<file path="src/rtl/anc_pkg.sv">
// Shared types and constants for the ancillary data packet decoder.
`default_nettype none

package anc_pkg;

    localparam int FIFO_DEPTH = 4;
    localparam int PTR_W      = $clog2(FIFO_DEPTH);
    localparam int CNT_W      = $clog2(FIFO_DEPTH + 1);

    localparam logic KIND_USER   = 1'b0;
    localparam logic KIND_STATUS = 1'b1;

    localparam logic [1:0] ST_OK       = 2'd0;
    localparam logic [1:0] ST_SHORT    = 2'd1;
    localparam logic [1:0] ST_PARITY   = 2'd2;
    localparam logic [1:0] ST_CHECKSUM = 2'd3;

    typedef struct packed {
        logic        item_kind;
        logic [7:0]  user_byte;
        logic [1:0]  status;
        logic        color_bit;
        logic [10:0] video_line;
        logic [11:0] sample_offset;
        logic        stream_flag;
        logic [6:0]  stream_number;
        logic [7:0]  data_id;
        logic [7:0]  secondary_id;
        logic [7:0]  word_count;
        logic [8:0]  consumed_bytes;
    } item_t;

    typedef struct packed {
        logic  user_vld;
        item_t user_item;
        logic  stat_vld;
        item_t stat_item;
    } push_t;

    typedef struct packed {
        logic       deliver_words;
        logic [7:0] word_capacity;
    } cfg_t;

endpackage

`default_nettype wire

</file>
<file path="src/rtl/anc_parser.sv">
// Packet parser: header capture, 10-bit word extraction, parity, checksum, status.
`default_nettype none

module anc_parser (
    input  wire logic          aclk,
    input  wire logic          aresetn,
    input  wire logic          step,
    input  wire logic [7:0]    data_byte,
    input  wire logic          buffer_end,
    input  wire anc_pkg::cfg_t cfg,
    output anc_pkg::push_t     push
);
    import anc_pkg::*;

    logic        done_reg,     done_next;
    logic [8:0]  byte_pos_reg, byte_pos_next;
    logic [15:0] window_reg,   window_next;
    logic [3:0]  held_reg,     held_next;
    logic [8:0]  word_pos_reg, word_pos_next;
    logic [31:0] hdr_reg,      hdr_next;
    logic [7:0]  did_reg,      did_next;
    logic [7:0]  sdid_reg,     sdid_next;
    logic [7:0]  count_reg,    count_next;
    logic [8:0]  sum_reg,      sum_next;
    logic [8:0]  len_reg,      len_next;
    logic [1:0]  pend_reg,     pend_next;
    logic        stopped_reg,  stopped_next;

    function automatic logic [8:0] pkt_len(input logic [7:0] c);
        logic [12:0] bits;
        logic [9:0]  bytes;
        logic [9:0]  rnd;
        bits    = (13'(c) + 13'd4) * 13'd10 + 13'd7;
        bytes   = bits[12:3];
        rnd     = (bytes + 10'd3) & ~10'd3;
        pkt_len = 9'(rnd + 10'd4);
    endfunction

    function automatic logic parity_ok(input logic [9:0] w);
        parity_ok = (w[8] == ^w[7:0]) && (w[9] != w[8]);
    endfunction

    logic [15:0] win;
    logic [4:0]  held;
    logic        have_word;
    logic [9:0]  w;
    logic [9:0]  user_end;
    logic [1:0]  stat_code;
    logic [8:0]  sum_old;

    always_comb begin
        done_next     = done_reg;
        byte_pos_next = byte_pos_reg;
        window_next   = window_reg;
        held_next     = held_reg;
        word_pos_next = word_pos_reg;
        hdr_next      = hdr_reg;
        did_next      = did_reg;
        sdid_next     = sdid_reg;
        count_next    = count_reg;
        sum_next      = sum_reg;
        len_next      = len_reg;
        pend_next     = pend_reg;
        stopped_next  = stopped_reg;

        win       = {window_reg[7:0], data_byte};
        held      = {1'b0, held_reg} + 5'd8;
        have_word = 1'b0;
        w         = '0;
        user_end  = 10'd3 + {2'b00, count_reg};
        stat_code = ST_OK;
        sum_old   = sum_reg;

        push           = '0;
        push.user_item.item_kind = KIND_USER;
        push.stat_item.item_kind = KIND_STATUS;

        if (step && !done_reg) begin
            if (byte_pos_reg < 9'd4) begin
                hdr_next = {hdr_reg[23:0], data_byte};
            end else begin
                if (held >= 5'd10) begin
                    held      = held - 5'd10;
                    have_word = 1'b1;
                    w         = 10'(win >> held[2:0]);
                end
                window_next = win;
                held_next   = held[3:0];
            end

            if (have_word) begin
                if (word_pos_reg < 9'd3) begin
                    if (!parity_ok(w) && pend_reg == ST_OK) begin
                        pend_next = ST_PARITY;
                    end
                    sum_next = sum_reg + w[8:0];
                    case (word_pos_reg[1:0])
                        2'd0:    did_next  = w[7:0];
                        2'd1:    sdid_next = w[7:0];
                        default: begin
                            count_next = w[7:0];
                            len_next   = pkt_len(w[7:0]);
                        end
                    endcase
                end else if ({1'b0, word_pos_reg} < user_end) begin
                    sum_next = sum_reg + w[8:0];
                    if (!parity_ok(w)) begin
                        stopped_next = 1'b1;
                        if (pend_reg == ST_OK) begin
                            pend_next = ST_PARITY;
                        end
                    end else if (cfg.deliver_words && !stopped_reg) begin
                        push.user_vld            = 1'b1;
                        push.user_item.user_byte = w[7:0];
                    end
                end else if ({1'b0, word_pos_reg} == user_end) begin
                    if (w != {~sum_old[8], sum_old} && pend_reg == ST_OK) begin
                        pend_next = ST_CHECKSUM;
                    end
                end
                if (word_pos_reg != 9'h1FF) begin
                    word_pos_next = word_pos_reg + 9'd1;
                end
            end

            if (byte_pos_reg == 9'd7) begin
                if (pend_next != ST_OK) begin
                    push.stat_vld = 1'b1;
                    stat_code     = ST_PARITY;
                end else if (cfg.deliver_words && count_next > cfg.word_capacity) begin
                    push.stat_vld = 1'b1;
                    stat_code     = ST_SHORT;
                end
            end else if (byte_pos_reg > 9'd7
                         && {1'b0, byte_pos_reg} + 10'd1 == {1'b0, len_next}) begin
                push.stat_vld = 1'b1;
                stat_code     = pend_next;
            end

            if (!push.stat_vld && buffer_end) begin
                push.stat_vld = 1'b1;
                stat_code     = ST_SHORT;
            end

            if (push.stat_vld) begin
                done_next = 1'b1;
            end
            if (byte_pos_reg != 9'h1FF) begin
                byte_pos_next = byte_pos_reg + 9'd1;
            end
        end

        push.stat_item.status = stat_code;
        if (stat_code == ST_OK) begin
            push.stat_item.color_bit      = hdr_next[31];
            push.stat_item.video_line     = hdr_next[30:20];
            push.stat_item.sample_offset  = hdr_next[19:8];
            push.stat_item.stream_flag    = hdr_next[7];
            push.stat_item.stream_number  = hdr_next[6:0];
            push.stat_item.data_id        = did_next;
            push.stat_item.secondary_id   = sdid_next;
            push.stat_item.word_count     = count_next;
            push.stat_item.consumed_bytes = len_next;
        end

        if (step && buffer_end) begin
            done_next     = 1'b0;
            byte_pos_next = '0;
            window_next   = '0;
            held_next     = '0;
            word_pos_next = '0;
            hdr_next      = '0;
            did_next      = '0;
            sdid_next     = '0;
            count_next    = '0;
            sum_next      = '0;
            len_next      = '0;
            pend_next     = ST_OK;
            stopped_next  = 1'b0;
        end
    end

    always_ff @(posedge aclk) begin
        if (!aresetn) begin
            done_reg     <= 1'b0;
            byte_pos_reg <= '0;
            window_reg   <= '0;
            held_reg     <= '0;
            word_pos_reg <= '0;
            hdr_reg      <= '0;
            did_reg      <= '0;
            sdid_reg     <= '0;
            count_reg    <= '0;
            sum_reg      <= '0;
            len_reg      <= '0;
            pend_reg     <= ST_OK;
            stopped_reg  <= 1'b0;
        end else begin
            done_reg     <= done_next;
            byte_pos_reg <= byte_pos_next;
            window_reg   <= window_next;
            held_reg     <= held_next;
            word_pos_reg <= word_pos_next;
            hdr_reg      <= hdr_next;
            did_reg      <= did_next;
            sdid_reg     <= sdid_next;
            count_reg    <= count_next;
            sum_reg      <= sum_next;
            len_reg      <= len_next;
            pend_reg     <= pend_next;
            stopped_reg  <= stopped_next;
        end
    end

endmodule

`default_nettype wire

</file>
<file path="src/rtl/anc_out_fifo.sv">
// Result queue: takes up to two words per cycle, hands out one per cycle while m_rdy is high.
`default_nettype none

module anc_out_fifo (
    input  wire logic           aclk,
    input  wire logic           aresetn,
    input  wire anc_pkg::push_t push,
    output logic                room,
    output logic                m_vld,
    input  wire logic           m_rdy,
    output anc_pkg::item_t      m_item
);
    import anc_pkg::*;

    item_t            mem [FIFO_DEPTH];
    logic [PTR_W-1:0] wr_ptr_reg, wr_ptr_next;
    logic [PTR_W-1:0] rd_ptr_reg, rd_ptr_next;
    logic [CNT_W-1:0] count_reg,  count_next;
    logic             pop;
    logic [PTR_W-1:0] stat_ptr;

    assign m_vld    = (count_reg != '0);
    assign m_item   = mem[rd_ptr_reg];
    assign pop      = m_vld && m_rdy;
    assign room     = (count_reg <= CNT_W'(FIFO_DEPTH - 2));
    assign stat_ptr = push.user_vld ? wr_ptr_reg + PTR_W'(1) : wr_ptr_reg;

    always_comb begin
        wr_ptr_next = wr_ptr_reg + PTR_W'(push.user_vld) + PTR_W'(push.stat_vld);
        rd_ptr_next = rd_ptr_reg + PTR_W'(pop);
        count_next  = count_reg + CNT_W'(push.user_vld) + CNT_W'(push.stat_vld)
                      - CNT_W'(pop);
    end

    always_ff @(posedge aclk) begin
        if (push.user_vld) begin
            mem[wr_ptr_reg] <= push.user_item;
        end
        if (push.stat_vld) begin
            mem[stat_ptr] <= push.stat_item;
        end
    end

    always_ff @(posedge aclk) begin
        if (!aresetn) begin
            wr_ptr_reg <= '0;
            rd_ptr_reg <= '0;
            count_reg  <= '0;
        end else begin
            wr_ptr_reg <= wr_ptr_next;
            rd_ptr_reg <= rd_ptr_next;
            count_reg  <= count_next;
        end
    end

endmodule

`default_nettype wire

</file>
<file path="src/rtl/anc_packet_decoder.sv">
// Top level: input register, APB registers, parser and result queue.
// Flow: a byte waits in the input register until the queue has room; its words are then queued.
// Throughput: one byte per cycle with room; a byte's two words leave one per cycle on m_ready.
// The four-word result queue stalls s_ready once fewer than two slots are free.
// Reset: synchronous, active low; clears packet state and the queue, deliver_words=1,
// word_capacity=255.
`default_nettype none

module anc_packet_decoder (
    input  wire logic        aclk,
    input  wire logic        aresetn,
    input  wire logic        s_valid,
    output logic             s_ready,
    input  wire logic [7:0]  s_data_byte,
    input  wire logic        s_buffer_end,
    output logic             m_valid,
    input  wire logic        m_ready,
    output logic             m_item_kind,
    output logic [7:0]       m_user_byte,
    output logic [1:0]       m_status,
    output logic             m_color_bit,
    output logic [10:0]      m_video_line,
    output logic [11:0]      m_sample_offset,
    output logic             m_stream_flag,
    output logic [6:0]       m_stream_number,
    output logic [7:0]       m_data_id,
    output logic [7:0]       m_secondary_id,
    output logic [7:0]       m_word_count,
    output logic [8:0]       m_consumed_bytes,
    input  wire logic        psel,
    input  wire logic        penable,
    input  wire logic        pwrite,
    input  wire logic [2:0]  paddr,
    input  wire logic [31:0] pwdata,
    output logic [31:0]      prdata,
    output logic             pready
);
    import anc_pkg::*;

    localparam logic REG_DELIVER  = 1'b0;
    localparam logic REG_CAPACITY = 1'b1;

    logic       in_vld_reg;
    logic [7:0] in_byte_reg;
    logic       in_last_reg;
    logic       deliver_reg;
    logic [7:0] capacity_reg;
    logic       room;
    logic       step;
    logic       wr_en;
    cfg_t       cfg;
    push_t      push;
    item_t      m_item;

    assign step    = in_vld_reg && room;
    assign s_ready = !in_vld_reg || room;
    assign pready  = 1'b1;
    assign wr_en   = psel && penable && pwrite && pready;

    assign cfg.deliver_words = deliver_reg;
    assign cfg.word_capacity = capacity_reg;

    always_comb begin
        unique case (paddr[2])
            REG_DELIVER:  prdata = {31'd0, deliver_reg};
            REG_CAPACITY: prdata = {24'd0, capacity_reg};
            default:      prdata = '0;
        endcase
    end

    always_ff @(posedge aclk) begin
        if (!aresetn) begin
            deliver_reg  <= 1'b1;
            capacity_reg <= 8'hFF;
        end else if (wr_en) begin
            if (paddr[2] == REG_DELIVER) begin
                deliver_reg <= pwdata[0];
            end else begin
                capacity_reg <= pwdata[7:0];
            end
        end
    end

    always_ff @(posedge aclk) begin
        if (!aresetn) begin
            in_vld_reg <= 1'b0;
        end else if (s_valid && s_ready) begin
            in_vld_reg <= 1'b1;
        end else if (step) begin
            in_vld_reg <= 1'b0;
        end
    end

    always_ff @(posedge aclk) begin
        if (s_valid && s_ready) begin
            in_byte_reg <= s_data_byte;
            in_last_reg <= s_buffer_end;
        end
    end

    anc_parser u_parser (
        .aclk       (aclk),
        .aresetn    (aresetn),
        .step       (step),
        .data_byte  (in_byte_reg),
        .buffer_end (in_last_reg),
        .cfg        (cfg),
        .push       (push)
    );

    anc_out_fifo u_out_fifo (
        .aclk    (aclk),
        .aresetn (aresetn),
        .push    (push),
        .room    (room),
        .m_vld   (m_valid),
        .m_rdy   (m_ready),
        .m_item  (m_item)
    );

    assign m_item_kind      = m_item.item_kind;
    assign m_user_byte      = m_item.user_byte;
    assign m_status         = m_item.status;
    assign m_color_bit      = m_item.color_bit;
    assign m_video_line     = m_item.video_line;
    assign m_sample_offset  = m_item.sample_offset;
    assign m_stream_flag    = m_item.stream_flag;
    assign m_stream_number  = m_item.stream_number;
    assign m_data_id        = m_item.data_id;
    assign m_secondary_id   = m_item.secondary_id;
    assign m_word_count     = m_item.word_count;
    assign m_consumed_bytes = m_item.consumed_bytes;

    a_user_clean: assert property (@(posedge aclk) disable iff (!aresetn)
        m_valid && m_item_kind == KIND_USER |->
            m_status == ST_OK && m_consumed_bytes == '0 && m_word_count == '0)
        else $error("user data word carries status fields");

    a_err_clean: assert property (@(posedge aclk) disable iff (!aresetn)
        m_valid && m_item_kind == KIND_STATUS && m_status != ST_OK |->
            m_consumed_bytes == '0 && m_data_id == '0 && m_user_byte == '0)
        else $error("error status carries metadata");

    a_ok_len: assert property (@(posedge aclk) disable iff (!aresetn)
        m_valid && m_item_kind == KIND_STATUS && m_status == ST_OK |->
            m_consumed_bytes[1:0] == 2'b00 && m_consumed_bytes >= 9'd12)
        else $error("ok status with malformed packet length");

    a_no_step_stall: assert property (@(posedge aclk) disable iff (!aresetn)
        in_vld_reg && !room |=> in_vld_reg && $stable(in_byte_reg))
        else $error("held input byte lost while queue full");

endmodule

`default_nettype wire

</file>
<file path="config.mk">
export PLATFORM = sky130hd
export DESIGN_NAME = anc_packet_decoder
export DESIGN_NICKNAME = d
export VERILOG_FILES = /design/src/rtl/anc_pkg.sv /design/src/rtl/anc_parser.sv /design/src/rtl/anc_out_fifo.sv /design/src/rtl/anc_packet_decoder.sv
export SDC_FILE = /design/constraint.sdc
export NUM_CORES = 1
export LEC_CHECK = 0
export ABC_AREA = 1
export BUFFER_PORTS_ARGS = -buffer_cell sky130_fd_sc_hd__buf_2
export CORE_ASPECT_RATIO = 0.5
export CORE_UTILIZATION = 45
export DETAILED_ROUTE_END_ITERATION = 16
export HOLD_SLACK_MARGIN = 0.15
export PLACE_DENSITY = 0.68
export RECOVER_POWER = 50
export SYNTH_ARGS = -nofsm -noshare
export SYNTH_HDL_FRONTEND = slang
export SYNTH_SLANG_ARGS = --single-unit
</file>
<file path="constraint.sdc">
create_clock -name aclk -period 7.4 [get_ports aclk]
set_clock_uncertainty 0.2 [all_clocks]
set_input_delay 0.74 -clock aclk [delete_from_list [all_inputs] [get_ports aclk]]
set_output_delay 0.74 -clock aclk [all_outputs]
set_load 0.01 [all_outputs]
</file>
==> impl_summary.md <==
Clock tree
CTS placed an instance of sky130_fd_sc_hd__clkbuf_16 at the clock tree root. TritonCTS built the clock tree. TritonCTS created 41 clock buffers. The clock sink total is 437. Clock-pin slew was measured on the worst setup and hold paths at 0.06 ns. The H-tree was split into 2 levels.

The number of buffers on the longest clock path is 3. The clock reaches the later pin of the worst-skew pair after 0.56 ns.

Finish
Leaving out fill and tap cells, the most frequent cell in the layout is sky130_fd_sc_hd__nor2_1. The register with the most flip-flops in the layout has 304 of them. The total inserted antenna cells is 0.

The post-synthesis to final-layout area growth is 10.2%. The finished cells cover 24,400 um^2. The net count of the finished layout is 2,757. Measured on the finished design, the core utilization comes to 0.503. The library cells used most frequently in the layout, excluding fill and tap cells, are sky130_fd_sc_hd__nor2_1, sky130_fd_sc_hd__nand2_1, sky130_fd_sc_hd__edfxtp_1. The fraction of final layout cells with drive strength greater than 1 is 0.0939.

Drt
For this run, the detailed router's first-pass iteration total came to 6. The count of routing violations after the opening detailed-route iteration is 1,632. The detail-routed via count per cell is 5.27.

The number of nets with antenna violations after detailed routing is 0. For this run, design rule violations remaining after detail routing come to 0. After detailed routing, the average wire length per cell comes to 16.8 um.

Across all layers, the routed design uses 17.5k vias. The final wirelength is 56,000 um.

Critical path
The launch point of the worst reg-to-reg path is u_parser.held_reg[1]. The highest-delay cell along the critical path is sky130_fd_sc_hd__fa_2. For the worst setup path, the data arrival time is 7.10 ns. The critical path capture point type is a register. The peak fanout along the critical path is 14. The end of the worst register-to-register path is u_out_fifo.count_reg[2].

STA classifies the critical path startpoint as a register. The critical setup path kind is register to register. The most common cell type on the critical path is sky130_fd_sc_hd__ha_1. STA puts the critical path data required time at 7.62 ns. The setup check on the worst reg-to-reg path leaves a slack of 0.53 ns.

In this design, the stage delay of the slowest critical-path cell is 0.59 ns. Measured in cells, the most critical reg-to-reg path has a length of 38.

Power
The leakage power is 8.93 nW. Power spread over the standard cell area amounts to 269 nW/um^2. VDD sags by at most 181 uV.

Yosys
The fraction of registers with async set/reset is 0. Yosys mapped a number of flops with a built-in enable equal to 277. The count of synthesis-stage warnings from yosys is 0. The synthesized instance count is 2,581. The biggest area consumer among synthesized cells is sky130_fd_sc_hd__edfxtp_1. Among all flip-flop cells after synthesis, the most frequent one is sky130_fd_sc_hd__edfxtp_1. Of the post-synthesis cell area, the dominant cell type holds 0.375.

The total standard cell area after synthesis is 22,200 um^2. In this run, synthesis produced a sequential element count of 437. Sorting the synthesized cells by area gives the leading types as sky130_fd_sc_hd__edfxtp_1, sky130_fd_sc_hd__dfxtp_1, sky130_fd_sc_hd__nor2_1. The sequential share of the synthesized area is 0.520.

The synthesized area per cell is 8.59 um^2. Yosys mapped the design onto 54 distinct sky130hd cell types.

Die
The chip height is 159 um. The top-level I/O count is 162. The standard-cell row count is 57. The die is 316 um wide. The floorplan step defined a die boundary enclosing 50,200 um^2.

The region available for standard cell placement spans 48,600 um^2. The initial core utilization is 0.457.

Timing
The slew at the pin closest to its max-slew limit is 3.20 ns. Setup repair after global routing left no endpoint under its margin. The post-route minimum period is 6.87 ns.

Static timing analysis puts the maximum clock frequency at 146 MHz. Of the available clock period, the critical path in the final layout requires 0.929. The final max-slew violation count was 217.

In the final timing run, aggregate negative setup slack is 0 ns. The hold violation total from the final report was 0. The final count of negative-setup-slack endpoints is 0.

The final worst slack is 0.528 ns. Headroom to the max-slew limit came out at -1.13.

Global route
The overall global routing resource usage is 0.222. The global-route congestion overflow total is 0. The number of global-route vias before repair came to 16.6k. The global-route wire length before repair is 89,000 um. The number of antenna violations at the first check in global routing is 0. The largest net degree at the start of global routing is 99.

Outcome
The checks that failed: max-capacitance violations, max-slew violations. The run finished, with violations left.

Run
The number of violations of the max-capacitance limit is 3.

Place
The number of buffers inserted by port buffering is 110. The post-detailed-placement half-perimeter wirelength is 35,500 um. The placed instances occupy a cell area of 23,200 um^2. The worst setup slack after placement is 0.379 ns.

Routability-driven placement finished with a final weighted congestion of 0.909.

Worst hold path
The terminating pin of the worst hold path is in_byte_reg[7]. The tightest min-delay check is of the primary input to register type. The cell count of the worst hold path is 1. In this run the most critical hold path is launched from s_data_byte[7].
==> worst max-delay path, delay by kind of cell, from the launching register on <==
family                   cells  cell delay (ns)
XOR/XNOR                     2             0.35
flip-flops                   1             0.38
adder cells (fa/ha/maj)     10             3.15
AND/OR/NAND/NOR             19             2.10
buffers and inverters        6             0.48
AO/OA/AOI/OAI                1             0.08
==> cell usage after synthesis (2+ instances only) <==
cell type	count
sky130_fd_sc_hd__buf_2	28
sky130_fd_sc_hd__o21ai_0	277
sky130_fd_sc_hd__buf_4	28
sky130_fd_sc_hd__nand3_4	12
sky130_fd_sc_hd__nand2_4	3
sky130_fd_sc_hd__nor2_4	5
sky130_fd_sc_hd__nand3_1	127
sky130_fd_sc_hd__inv_2	22
sky130_fd_sc_hd__o22ai_1	78
sky130_fd_sc_hd__ha_1	60
sky130_fd_sc_hd__nor4_1	3
sky130_fd_sc_hd__dfxtp_1	160
sky130_fd_sc_hd__nand3b_1	3
sky130_fd_sc_hd__clkinv_1	4
sky130_fd_sc_hd__xnor2_1	10
sky130_fd_sc_hd__edfxtp_1	277
sky130_fd_sc_hd__buf_6	18
sky130_fd_sc_hd__o211ai_1	3
sky130_fd_sc_hd__nor2_2	51
sky130_fd_sc_hd__a31oi_1	4
sky130_fd_sc_hd__conb_1	2
sky130_fd_sc_hd__nor3_1	13
sky130_fd_sc_hd__nand2_1	312
sky130_fd_sc_hd__inv_4	2
sky130_fd_sc_hd__fa_1	5
sky130_fd_sc_hd__nand4_1	19
sky130_fd_sc_hd__mux2i_1	2
sky130_fd_sc_hd__o21a_1	21
sky130_fd_sc_hd__clkbuf_1	78
sky130_fd_sc_hd__nor2_1	534
sky130_fd_sc_hd__a21oi_1	78
sky130_fd_sc_hd__inv_1	265
sky130_fd_sc_hd__and2_1	5
sky130_fd_sc_hd__o21ai_1	7
sky130_fd_sc_hd__or2_2	6
sky130_fd_sc_hd__xor2_1	20
sky130_fd_sc_hd__nand3_2	9
sky130_fd_sc_hd__o21bai_1	2
sky130_fd_sc_hd__nand2_2	13
==> kinds of logic after synthesis <==
logic type / Yosys count / share of synthesized area
multiplexers: 3 / 0.00141
XOR/XNOR: 30 / 0.0118
flip-flops: 437 / 0.520
buffers and inverters: 447 / 0.0890
AND/OR/NAND/NOR: 1119 / 0.223
adder cells (fa/ha/maj): 65 / 0.0384
other: 2 / 0.000339
AO/OA/AOI/OAI: 478 / 0.117
==> worst max path at each step <==
| stage | startpoint | to |
|---|---|---|
| 5_1_grt | u_parser.held_reg[1] | u_out_fifo.count_reg[2] |
| 3_5_place_dp | u_parser.held_reg[1] | u_out_fifo.count_reg[2] |
| 2_1_floorplan | u_parser.held_reg[1] | u_out_fifo.mem[0][0] |
| 4_1_cts | u_parser.held_reg[1] | u_out_fifo.count_reg[2] |
| 3_3_place_gp | u_parser.held_reg[1] | u_out_fifo.count_reg[2] |
| 6_report | u_parser.held_reg[1] | u_out_fifo.count_reg[2] |
==> per-layer routing <==
metal	global-route usage	routed length [um]	up-vias
met5	0	0	-
met4	0.0534	1130	0
met3	0.0259	3430	86
met2	0.370	26500	522
met1	0.310	24900	8318
li1	-	-	8602
==> layout make-up <==
cell class | instances | area [um^2]
tap | 649 | 812
timing repair buffer | 148 | 831
clock inverter | 21 | 181
sequential | 437 | 11500
clock buffer | 55 | 1140
inverter | 293 | 1110
fill | 4456 | 24100
multi-input combinational | 1720 | 8840
==> power breakdown <==
part	leakage (nW)	switching [W]	internal, W
combinational	4.75	0.00124	0.000468
sequential	3.53	0.0000662	0.00269
clock	0.647	0.000945	0.00116
==> repair_timing <==
action,CTS,global route
hold buffers,3,0
hold endpoints to repair,3,0
setup endpoints to repair,0,41
setup buffers,0,0
resized for setup,0,10
==> per-stage QoR <==
stage               hold WS [ns]  total power [W]  std cells
floorplan                  0.221          0.00396       2604
global placement           0.237          0.00453       3244
detailed placement         0.241          0.00456       3244
CTS                        0.155          0.00665       3323
global route               0.156          0.00688       3323
finish                     0.170          0.00657       3323
Note: power is estimated with default switching activity, not from simulation.
